**config.mk**
```make
export PLATFORM = sky130hd
export DESIGN_NAME = nnue_ram
export DESIGN_NICKNAME = d
export VERILOG_FILES = /design/src/nnue_ram.sv
export SDC_FILE = /design/constraint.sdc
export NUM_CORES = 2
export LEC_CHECK = 0
export BUFFER_PORTS_ARGS = -buffer_cell sky130_fd_sc_hd__buf_4
export CORE_UTILIZATION = 55
export DETAILED_ROUTE_END_ITERATION = 12
export PLACE_DENSITY_LB_ADDON = 0.1
export RECOVER_POWER = 50
export SETUP_SLACK_MARGIN = 0.2
export SKIP_CTS_REPAIR_TIMING = 1
export SYNTH_ARGS = -nofsm -noshare
export SYNTH_HDL_FRONTEND = slang
export SYNTH_SLANG_ARGS = --single-unit
```
**constraint.sdc**
```tcl
create_clock -name clk -period 2.7 [get_ports clk]
set_clock_uncertainty 0.15 [all_clocks]
set_input_delay 0.135 -clock clk [delete_from_list [all_inputs] [get_ports clk]]
set_output_delay 0.135 -clock clk [all_outputs]
set_load 0.05 [all_outputs]
```
**src/nnue_ram.sv**
```systemverilog
// ----------------------------------------------------------------------------
// NNUE generic RAM
// Single-port write, single-port read memory with a registered read.
// ----------------------------------------------------------------------------
module nnue_ram #(
    parameter int DEPTH = 128,
    parameter int AW    = 7
) (
    input  logic          clk,
    input  logic          we,
    input  logic [AW-1:0] waddr,
    input  logic [15:0]   wdata,
    input  logic [AW-1:0] raddr,
    output logic [15:0]   rdata
);
    logic [15:0] mem [DEPTH];

    always_ff @(posedge clk)
    begin
        if (we)
            mem[waddr] <= wdata;
        rdata <= mem[raddr];
    end
endmodule

```
==> After elaboration in Yosys (flattened, before gate mapping) <==
Memories as Yosys holds them, arrays and structs flattened. A register that Yosys moved wholly into a read port is not among the register bits.
Index checks and enable logic that the tools add are counted.
{ "word_totals": {"regBits": 0, "ram_bits": 2048, "inputBits": 32, "out_inout_bits": 16, "word_cells": 3, "mem_count": 1} }
{ "memory_table": {"columns": ["memory", "words", "width", "rd", "rd_ports_with_merged_regs", "write_ports", "line_no", "source"], "rows": [
  ["mem", 128, 16, 1, 1, 1, "16", "logic [15:0] mem [DEPTH];"]
]} }
{ "classes": {"n_mux": 2} }
{ "ops": {"columns": ["operator", "n"], "rows": [
  ["$mux 1", 2]
]} }

==> Logic depth before layout (Yosys ltp) <==
{ "depth": {"ltp_word": 2, "depth_mapped": 7, "ltp_nobuf": 4} }

==> Worst setup path before layout <==
No wires, ideal clock.
{ "synth_timing": {"path_type": "input to register", "from": "in raddr[0]", "to": "reg rdata[0] (read register of mem)", "setup_time_ps": 121, "t_arrival_ps": 2509, "t_required_ps": 2429, "slack_ps": -80, "path_stages": 6, "path_buffers": 2, "cell_sequence": "buf_2 > buf_1 > mux4_2 > mux4_2 > mux4_2 > mux2_2"} }
{ "synth_lines": {"columns": ["element", "line_no", "source"], "rows": [
  ["start, declared", "13", "input logic [AW-1:0] raddr,"],
  ["end, declared", "14", "output logic [15:0] rdata"]
]} }

==> impl_metrics.py <==
metrics = {
    "outcome": {
        "status": "complete, but fails checks",
        "failed_checks": "capacitance limit, slew limit",
    },
    "setup_path": {
        "critPathMostFrequentCell": "mux4_2",
        "critPathLaunchType": "flop",
        "cp_data_required_time_ps": 3250,
        "crit_arrival_ps": 3200,
        "path_class": "flop to flop",
        "critPathMaxStageDelay_ps": 620,
        "crit_chain": "mux4_2 > mux4_2 > mux4_2 > mux2_2",
        "crit_slowest_cell": "mux4_2",
        "critPathCaptureType": "flop",
        "cp_top_family": "multiplexers",
        "crit_buf_inv": 0,
        "crit_fanout": 1,
    },
    "finish": {
        "nFillCells": 9166,
        "layout-drive-gt1-share": 0.3658,
        "seq_area_um2": 61820,
        "fin_nets": 3554,
        "multi_input_area_um2": 16100,
        "final_cell_mix": "2048 x edfxtp_1, 672 x mux4_2, 230 x buf_4, 208 x clkbuf_16, 114 x nor2_1",
        "area_growth_pct": 15.91,
        "final_common_cell": "edfxtp_1",
        "finalNonFillerCells": 5589,
    },
    "sta": {
        "hold_viol": 0,
        "setup_viol": 0,
        "period_needed_ps": 2644,
        "report.final.slew_viol_count": 231,
        "finalCritPeriodShare": 0.9794,
        "fmax_mhz": 378.2,
        "hold_slack_ps": 5.710,
        "worst_pin_slew_ps": 2532,
        "worst_slew_margin_rel": -0.6878,
        "rsz0062_at_grt": "true",
    },
    "detailed_routing": {
        "drcViolationCount": 0,
        "viasPerCell": 6.421,
        "wl_per_cell_um": 34.04,
        "drt_pre_antenna_iters": 7,
        "drt_wl_total_um": 190200,
        "drtAntennaViolNets": 0,
        "drt-initial-drc-count": 4324,
        "dr_total_vias": 35890,
    },
    "floorplanning": {
        "io-pin-count": 48,
        "design.die.area_um2": 144300,
        "die_w_um": 379.8,
        "initial_core_util": 0.5546,
        "die_y_um": 379.8,
        "core_region_area_um2": 141600,
        "std_cell_rows": 138,
    },
    "clock_tree": {
        "cts.reportedPaths.clkPinSlew_ps": 60,
        "htree_levels": 4,
        "cts_made_buffers": 201,
        "cts_sinks": 2064,
        "cts_tree": "yes",
        "cts_root_buf": "clkbuf_16",
        "clk_latency_ps": 830,
        "clockBufferDepth": 3,
    },
    "synth": {
        "synth_fp_nets": 3118,
        "syn_inst": 3086,
        "avgSynthCellArea_um2": 25.44,
        "synth-seq-cells": 2064,
        "ys_warn_count": 0,
        "netlist_area_um2": 78520,
        "ys_seq_area_frac": 0.7873,
        "synth_cell_type_count": 17,
    },
    "placed_design": {
        "dp_cells": 5182,
        "dp_hpwl_um": 115800,
        "place.gp.congestion": 0.8205,
        "port_buffers": 47,
    },
    "power_and_ir_drop": {
        "ir_drop_uv": 532.9,
        "cellPowerDensity_nw_per_um2": 732.0,
        "p_total_mw": 66.62,
        "p_leak_nw": 28.51,
    },
    "min_path": {
        "hp-class": "primary input to flop",
    },
    "job": {
        "drv_cap": 5,
    },
    "global_routing": {
        "grt_max_degree": 97,
        "use_met3": 0.08537,
        "overflow": 0,
        "grt_pass1_wl_um": 270100,
        "antenna_found_initial": 24,
        "grtUsageMet1": 0.3877,
        "grt_pass1_vias": 36600,
        "grt_busiest_layer": "met2",
        "use_met2": 0.4039,
        "grt_usage": 0.2694,
    },
}
==> state kept, by name, indices dropped and copies added, names as in the netlist <==
register and flops:
mem 2048, rdata 16
==> power by group <==
group | leakage, nW | switching (mW) | internal (mW)
clock | 3.15 | 11.7 | 15.7
combinational | 6.82 | 2.13 | 1.55
sequential | 18.5 | 0.164 | 35.4
==> cell usage after synthesis (all sizes together) <==
library cell	instances	share of area
edfxtp	2048	0.78
nand3	12	0.00076
dfxtp	16	0.0041
nand2b	2	0.00016
mux2	16	0.0023
nand4	3	0.00024
nor2b	7	0.00056
nand2	14	0.00067
buf	82	0.0049
or3	1	0.000080
clkbuf	82	0.0039
nor2	122	0.0058
mux4	672	0.19
nor3	9	0.00057
==> worst paths after layout <==
kind	startpoint	endpoint	slack [ps]	depth (start not counted)
min reg2reg	mem[94][14]	rdata[14]	960	4
min	waddr[5]	mem[111][4]	6	5
max reg2reg	mem[21][3]	rdata[3]	60	4
max	mem[21][3]	rdata[3]	60	4
==> cell type report <==
class / instances / share of cell area
Antenna cell: 6 / 0.0001650
Clock inverter: 132 / 0.01206
Clock buffer: 242 / 0.05892
Timing Repair Buffer: 397 / 0.04678
Multi-Input combinational cell: 858 / 0.1769
Tap cell: 1890 / 0.02598
Sequential cell: 2064 / 0.6792
==> worst min-delay path, delay by kind of cell <==
kind	cells	cell delay [ps]
buffers and inverters	3	520
AND/OR/NAND/NOR	2	110
==> stage by stage <==
stage	util	setup TNS [ps]	worst slack [ps]	instance area, µm²
detailed placement	0.5967	-5945	-470.9	84490
finish	0.6428	0	55.59	91020
global route	0.6428	0	22.74	91010
global placement	0.5967	-5859	-452.4	84490
floorplan	-	0	200.2	79210
CTS	0.6424	0	34.41	90950
==> layer usage <==
layer | share of wire | routed length (µm) | vias up
met5 | 0.00025 | 48 | -
met4 | 0.023 | 4318 | 8
met3 | 0.11 | 20630 | 254
met2 | 0.47 | 89450 | 1632
met1 | 0.40 | 75800 | 19610
li1 | - | - | 14390
==> cells by family (layout without fill, tap and decap cells) <==
kind of cell / Yosys count / after routing / share of synthesized area
mux: 688 / 688 / 0.1950
flops: 2064 / 2064 / 0.7873
buf+inv: 164 / 771 / 0.008812
other cells: 0 / 6 / 0
simple gates: 170 / 170 / 0.008875
Note: power is estimated with default switching activity, not from simulation.
