<file path="src/nnue_pkg.sv">
// ----------------------------------------------------------------------------
// NNUE evaluator package
// Shared constants, types and a helper function of the accumulator evaluator.
// ----------------------------------------------------------------------------
package nnue_pkg;

    localparam int ACC_WIDTH     = 128;
    localparam int BUCKET_COUNT  = 30;
    localparam int FEATURE_COUNT = 768;

    localparam int FW_DEPTH = FEATURE_COUNT * ACC_WIDTH;
    localparam int OW_DEPTH = BUCKET_COUNT * 2 * ACC_WIDTH;

    localparam int IDX_W  = $clog2(ACC_WIDTH);
    localparam int FEAT_W = $clog2(FEATURE_COUNT);
    localparam int FW_AW  = $clog2(FW_DEPTH);
    localparam int OW_AW  = $clog2(OW_DEPTH);
    localparam int BK_W   = (BUCKET_COUNT > 1) ? $clog2(BUCKET_COUNT) : 1;
    localparam int ACC_AW = IDX_W + 1;

    localparam int ACT_MAX       = 63;
    localparam int CP_SCALE      = 100;
    localparam int RANK_FLIP     = 6'b111000;
    localparam int COLOUR_STRIDE = 6 * 64;
    localparam int DIVISOR       = ACT_MAX * ACT_MAX;

    localparam int SUM_W = 48;

    // The score is the magnitude of the sum times a scaled reciprocal of
    // DIVISOR that already includes CP_SCALE, exact for sums below 2^30.
    localparam int MAG_W       = 32;
    localparam int RECIP_W     = 37;
    localparam int RECIP_SHIFT = 42;
    localparam int RECIP_SPLIT = 19;
    localparam int LO_W        = MAG_W + RECIP_SPLIT;
    localparam int HI_W        = MAG_W + RECIP_W - RECIP_SPLIT;
    localparam int PROD_W      = MAG_W + RECIP_W;
    localparam logic [RECIP_W-1:0] RECIP =
        RECIP_W'(((longint'(CP_SCALE) << RECIP_SHIFT) + longint'(DIVISOR) - 64'sd1)
                 / longint'(DIVISOR));

    typedef enum logic [2:0] {
        MODE_LOAD     = 3'd0,
        MODE_PRESET   = 3'd1,
        MODE_ADD      = 3'd2,
        MODE_SUBTRACT = 3'd3,
        MODE_EVALUATE = 3'd4
    } mode_t;

    typedef enum logic [1:0] {
        TBL_FEATURE  = 2'd0,
        TBL_BIAS     = 2'd1,
        TBL_OUT_W    = 2'd2,
        TBL_OUT_BIAS = 2'd3
    } table_t;

    typedef enum logic [2:0] {
        ST_IDLE,
        ST_UPDATE,
        ST_EVAL,
        ST_DIVIDE,
        ST_OUTPUT
    } state_t;

    typedef struct packed {
        logic [2:0]  mode;
        logic [1:0]  table_select;
        logic [16:0] load_address;
        logic [15:0] load_value;
        logic [2:0]  piece_kind;
        logic        piece_is_white;
        logic [5:0]  board_square;
        logic        view_white;
        logic        acc_pick;
        logic [4:0]  bucket;
        logic        mover_pick;
    } item_t;

    function automatic logic [5:0] clamp_act(input logic [15:0] v);
        logic [5:0] r;
        begin
            if (v[15] || v == 16'd0)
                r = 6'd0;
            else if (v >= 16'(ACT_MAX))
                r = 6'(ACT_MAX);
            else
                r = v[5:0];
            return r;
        end
    endfunction

endpackage

</file>
<file path="src/nnue_div.sv">
// ----------------------------------------------------------------------------
// NNUE score divider
// Scales a signed sum and divides it by the constant divisor through a
// pipelined reciprocal multiplication, truncating toward zero.
// ----------------------------------------------------------------------------
module nnue_div
    import nnue_pkg::*;
(
    input  logic                    clk,
    input  logic                    rst_n,
    input  logic                    start,
    input  logic signed [SUM_W-1:0] dividend,
    output logic                    done,
    output logic signed [24:0]      quotient
);
    logic [SUM_W-1:0]   abs_val;
    logic [MAG_W-1:0]   mag_reg;
    logic [LO_W-1:0]    lo_reg;
    logic [HI_W-1:0]    hi_reg;
    logic [PROD_W-1:0]  prod;
    logic [24:0]        quo_mag;
    logic signed [24:0] quo_reg;
    logic               neg1_reg, neg2_reg;
    logic               s1_reg, s2_reg, done_reg;

    assign abs_val = dividend[SUM_W-1] ? SUM_W'(-dividend) : SUM_W'(dividend);
    assign prod    = {hi_reg, {RECIP_SPLIT{1'b0}}} + PROD_W'(lo_reg);
    assign quo_mag = prod[RECIP_SHIFT+24:RECIP_SHIFT];

    always_ff @(posedge clk or negedge rst_n)
    begin
        if (!rst_n)
        begin
            s1_reg   <= 1'b0;
            s2_reg   <= 1'b0;
            done_reg <= 1'b0;
        end
        else
        begin
            s1_reg   <= start;
            s2_reg   <= s1_reg;
            done_reg <= s2_reg;
        end
    end

    always_ff @(posedge clk)
    begin
        mag_reg  <= abs_val[MAG_W-1:0];
        neg1_reg <= dividend[SUM_W-1];
        lo_reg   <= LO_W'(mag_reg) * LO_W'(RECIP[RECIP_SPLIT-1:0]);
        hi_reg   <= HI_W'(mag_reg) * HI_W'(RECIP[RECIP_W-1:RECIP_SPLIT]);
        neg2_reg <= neg1_reg;
        quo_reg  <= neg2_reg ? 25'(-quo_mag) : quo_mag;
    end

    assign quotient = quo_reg;
    assign done     = done_reg;
endmodule
</file>
<file path="config.mk">
export PLATFORM = sky130hd
export DESIGN_NAME = nnue_div
export DESIGN_NICKNAME = d
export VERILOG_FILES = /design/src/nnue_pkg.sv /design/src/nnue_div.sv
export SDC_FILE = /design/constraint.sdc
export NUM_CORES = 1
export LEC_CHECK = 0
export ABC_CLOCK_PERIOD_IN_PS = 6800
export BUFFER_PORTS_ARGS = -buffer_cell sky130_fd_sc_hd__buf_2
export CAP_MARGIN = 20
export CORE_MARGIN = 5
export CORE_UTILIZATION = 50
export CTS_BUF_LIST = sky130_fd_sc_hd__clkbuf_16
export DETAILED_ROUTE_END_ITERATION = 10
export MAX_ROUTING_LAYER = met4
export PLACE_DENSITY_LB_ADDON = 0.05
export RECOVER_POWER = 50
export SYNTH_ARGS = -nofsm -noshare
export SYNTH_HDL_FRONTEND = slang
export SYNTH_SLANG_ARGS = --single-unit
</file>
<file path="constraint.sdc">
create_clock -name clk -period 6.8 [get_ports clk]
set_input_delay 1.36 -clock clk [delete_from_list [all_inputs] [get_ports clk]]
set_output_delay 1.36 -clock clk [all_outputs]
set_load 0.02 [all_outputs]
</file>
Word level (Yosys, flattened, before mapping)
Index checks and enable logic that the tools add are counted.
Widths: inputs -> output; s select.
{ "classes": {"addsub": 3, "n_mul": 2, "n_mux": 2} }
{ "ops": {"columns": ["op", "n"], "rows": [
  ["$add 67x49->67", 1],
  ["$mul 32x18->48 const B", 1],
  ["$mul 32x15->47 const B", 1],
  ["$mux 32", 1],
  ["$neg 32->32", 1],
  ["$mux 25", 1],
  ["$neg 25->25", 1]
]} }
{ "word_totals": {"regBits": 157, "inputBits": 51, "out_inout_bits": 26, "wordCells": 16} }

Longest topological paths before layout
{ "logic_depth": {"word_depth": 3, "mapped_depth": 25, "mapped_depth_nobuf": 24} }

Least setup slack after synthesis
No wires, ideal clock.
{ "synth_timing": {"kind": "register to register", "from": "reg mag_reg[5]", "to": "reg lo_reg[47]", "setup_ns": 0.127, "arrival_ns": 6.117, "required_ns": 6.673, "setup_slack_ns": 0.557, "path_stages_with_launch": 20, "path_buffers": 0, "synth_period_minus_slack_ns": 6.243, "cell_sequence": "dfxtp_1 -> inv_1 -> fa_1 -> fa_1 -> inv_1 -> fa_1 -> fa_1 -> fa_1 -> ha_1 -> ha_1 -> a21o_1 -> a2111o_1 -> a31oi_1 -> o21a_1 -> a22oi_1 -> a31oi_1 -> o221ai_1 -> a31oi_1 -> o21ai_0 -> xor2_1"} }
{ "synth_via": {"elab_chain_cells": 1} }
{ "synth_rtl": {"columns": ["item", "line", "source"], "rows": [
  ["from (decl)", "nnue_div.sv:17", "logic [MAG_W-1:0] mag_reg;"],
  ["from (signal assigned)", "nnue_div.sv:48", "mag_reg <= abs_val[MAG_W-1:0];"],
  ["$mul 32x15->47", "nnue_div.sv:50", "lo_reg <= LO_W'(mag_reg) * LO_W'(RECIP[RECIP_SPLIT-1:0]);"],
  ["to (signal assigned)", "nnue_div.sv:50", null],
  ["to (decl)", "nnue_div.sv:18", "logic [LO_W-1:0] lo_reg;"]
]} }
No other way between the ends.

Worst setup path after layout
{ "layout_timing": {"from": "reg mag_reg[5]", "to": "reg lo_reg[46]"} }
Same word-level chain as after synthesis.

==> flow_summary_export.csv <==
group,metric,value,unit
clock_network,cts_htree_levels,4,
timing,rsz0062_at_grt,"false",
drt,via_count,15800,
layout,drive_above_1_share,0.0703,
synthesis,ys_warn_count,0,
global_routing,antenna_found_initial,10,
layout,final_cell_mix,"627 x inv_1, 400 x fa_1, 377 x ha_1, 133 x dfxtp_1, 113 x xnor2_1",
floorplanning,ios,77,
layout,finish.net_count,3305,
timing,max_clock_freq,155,MHz
drt,routed_wl,57100,microns
clock_network,cts_resized,0,
global_routing,grt_pass1_wl,92700,microns
clock_network,cts_tree,"done",
drt,drt-wirelength-per-cell,18.5,microns
drt,drcViolationCount,0,
synthesis,ys.flop_type,"dfxtp_1",
worst_setup_path,crit_fanout,11,
timing,fin_crit,6.44,ns
clock_network,clk_path_buf_depth,2,
worst_setup_path,crit_type,"register to register",
floorplanning,die_height,225,microns
status,run_status,"finished clean",
floorplanning,die_x,225,microns
synthesis,async_reset_ff_frac,0.0214,
timing,maxSlewHeadroom,0.198,
timing,whs,0.352,ns
drt,drt_iter0_markers,797,
timing,fin_setup_tns,0,ns
clock_network,clk_latency,0.49,ns
synthesis,synth_area,23200,sq um
global_routing,grt_use_total,0.245,
place,dpl_cell_area,24800,sq um
layout,final_area,25400,sq um
worst_setup_path,required,7.17,ns
synthesis,ys_types,71,
clock_network,postCtsSetupBuffers,0,
synthesis,avgSynthCellArea,9.95,sq um
timing,period_share,0.947,
place,gp_congestion,0.926,
floorplanning,fp-row-count,78,
worst_setup_path,crit_arrival,6.81,ns
floorplanning,core_area,45600,sq um
worst_setup_path,worst_setup_path_end_kind,"register",
floorplanning,die_area,50700,sq um
synthesis,synth_edf_count,0,
timing,slew_violations,0,
worst_setup_path,critPathLaunchType,"register",
timing,finClkSkew,0.0243,ns
job,cap_violations,0,
layout,largest_reg_flops,48,
layout,final_common_cell,"inv_1",
place,portBuffers,61,
timing,setup_viol,0,
timing,worst_pin_slew,1.20,ns
drt,viasPerCell,5.11,
clock_network,path_clk_slew,0.07,ns
clock_network,cts_sinks,140,
clock_network,cts_buffers,17,
layout,final.fill_count,4108,
global_routing,grt_max_degree,34,
drt,ant_nets,0,
min_path,hold_class,"register to register",
clock_network,ctsHoldBuffers,0,
floorplanning,start_util,0.508,
timing,hold_viol,0,
synthesis,yosysSeqAreaShare,0.122,
synthesis,syn_inst,2328,
layout,syn_to_final_growth,9.80,%
drt,first_pass_iters,5,
clock_network,root_buffer,"clkbuf_16",
place,hpwl,51100,microns
synthesis,mappedNetlistNets,3156,
global_routing,grt_pass1_vias,17100,
synthesis,yosys_register_bits,140,
global_routing,overflow,0,
-- critical path, stage by stage, from the launching register on --
cell and delay, ns:
dfxtp_1 0.42, buf_6 0.22, fa_1 0.52, xor2_1 0.19, ha_1 0.20, a21o_1 0.18
fa_1 0.57, fa_1 0.44, fa_1 0.49, ha_1 0.30, ha_1 0.28, o2111ai_1 0.10
a31oi_1 0.19, o31a_1 0.23, a31oi_1 0.14, o21a_1 0.23, a22oi_1 0.36, a31oi_2 0.20
o221ai_2 0.33, buf_4 0.18, a41o_1 0.20, a21oi_1 0.09, xnor2_1 0.14, buf_4 0.15
-- kinds of logic (layout without fill, tap and decap cells) --
kind of cell | count (synthesis) | in the layout | share of synthesized area
compound gates | 333 | 333 | 0.100
xor+xnor | 173 | 173 | 0.0654
fa+ha+maj | 777 | 777 | 0.549
buf+inv | 644 | 806 | 0.104
flops | 140 | 140 | 0.122
mux | 3 | 3 | 0.00146
other cells | 0 | 3 | 0
simple gates | 258 | 258 | 0.0574
-- routing by layer --
metal | GRT usage | routed length (microns) | up-vias | share of wire
met5 | - | 0 | - | 0
li1 | - | - | 7681 | -
met1 | 0.342 | 27900 | 7811 | 0.49
met3 | 0.0517 | 3150 | 51 | 0.055
met4 | 0.0494 | 780 | 0 | 0.014
met2 | 0.374 | 25300 | 275 | 0.44
-- final timing paths --
kind,startpoint,to,slack [ns],depth (start not counted)
worst max-delay path,mag_reg[5],lo_reg[46],0.36,23
worst min-delay path,s1_reg,s2_reg,0.35,0
worst max register to register,mag_reg[5],lo_reg[46],0.36,23
worst min register to register,s1_reg,s2_reg,0.35,0
max in group asynchronous,rst_n,s1_reg,5.97,1
min in group asynchronous,rst_n,done,0.68,1
-- synth_stat cells (4+ instances only) --
library cell	count	share of area
nand2_1	67	0.011
a21o_1	82	0.027
ha_1	377	0.20
and3_1	17	0.0046
or4_1	9	0.0029
and2_1	23	0.0062
o21ai_0	43	0.0093
xnor2_1	113	0.043
clkbuf_1	15	0.0024
nor3_1	10	0.0022
nand2b_1	10	0.0027
a211o_1	4	0.0015
o21a_1	17	0.0055
or2_2	5	0.0014
or3_1	8	0.0022
a21boi_0	4	0.0013
o2111ai_1	4	0.0015
o31a_1	4	0.0015
dfxtp_1	137	0.12
nor2b_1	11	0.0030
nand3_1	26	0.0056
a31oi_1	11	0.0030
o211ai_1	5	0.0016
a211oi_1	10	0.0032
inv_1	627	0.10
o41ai_1	7	0.0026
nor2_1	44	0.0071
a21oi_1	76	0.016
nand4_1	13	0.0035
fa_1	400	0.35
o221ai_1	7	0.0026
o31ai_1	10	0.0032
xor2_1	60	0.023
o21bai_1	14	0.0045
nor4_1	5	0.0014
-- cell type report --
class	instances	area [sq um]	share of cell area
clock inverters	15	169	0.00664
flip-flops and latches	140	2820	0.111
well taps	600	751	0.0295
diodes	3	7.51	0.000295
inverters	627	2350	0.0925
clock buffers	17	425	0.0167
repair buffers	147	948	0.0373
multi-input cells	1544	18000	0.706
-- stage by stage --
step | utilization | std cells | setup WS, ns
floorplan | - | 2328 | 0.557
global placement | 0.545 | 3058 | 0.0897
detailed placement | 0.545 | 3058 | 0.0707
CTS | 0.558 | 3090 | 0.0298
global route | 0.558 | 3091 | 0.0241
finish | 0.558 | 3093 | 0.357
Power is left out: the tool's default activity adds up to more than one toggle a clock period on the data nets, which glitch-free logic cannot reach.
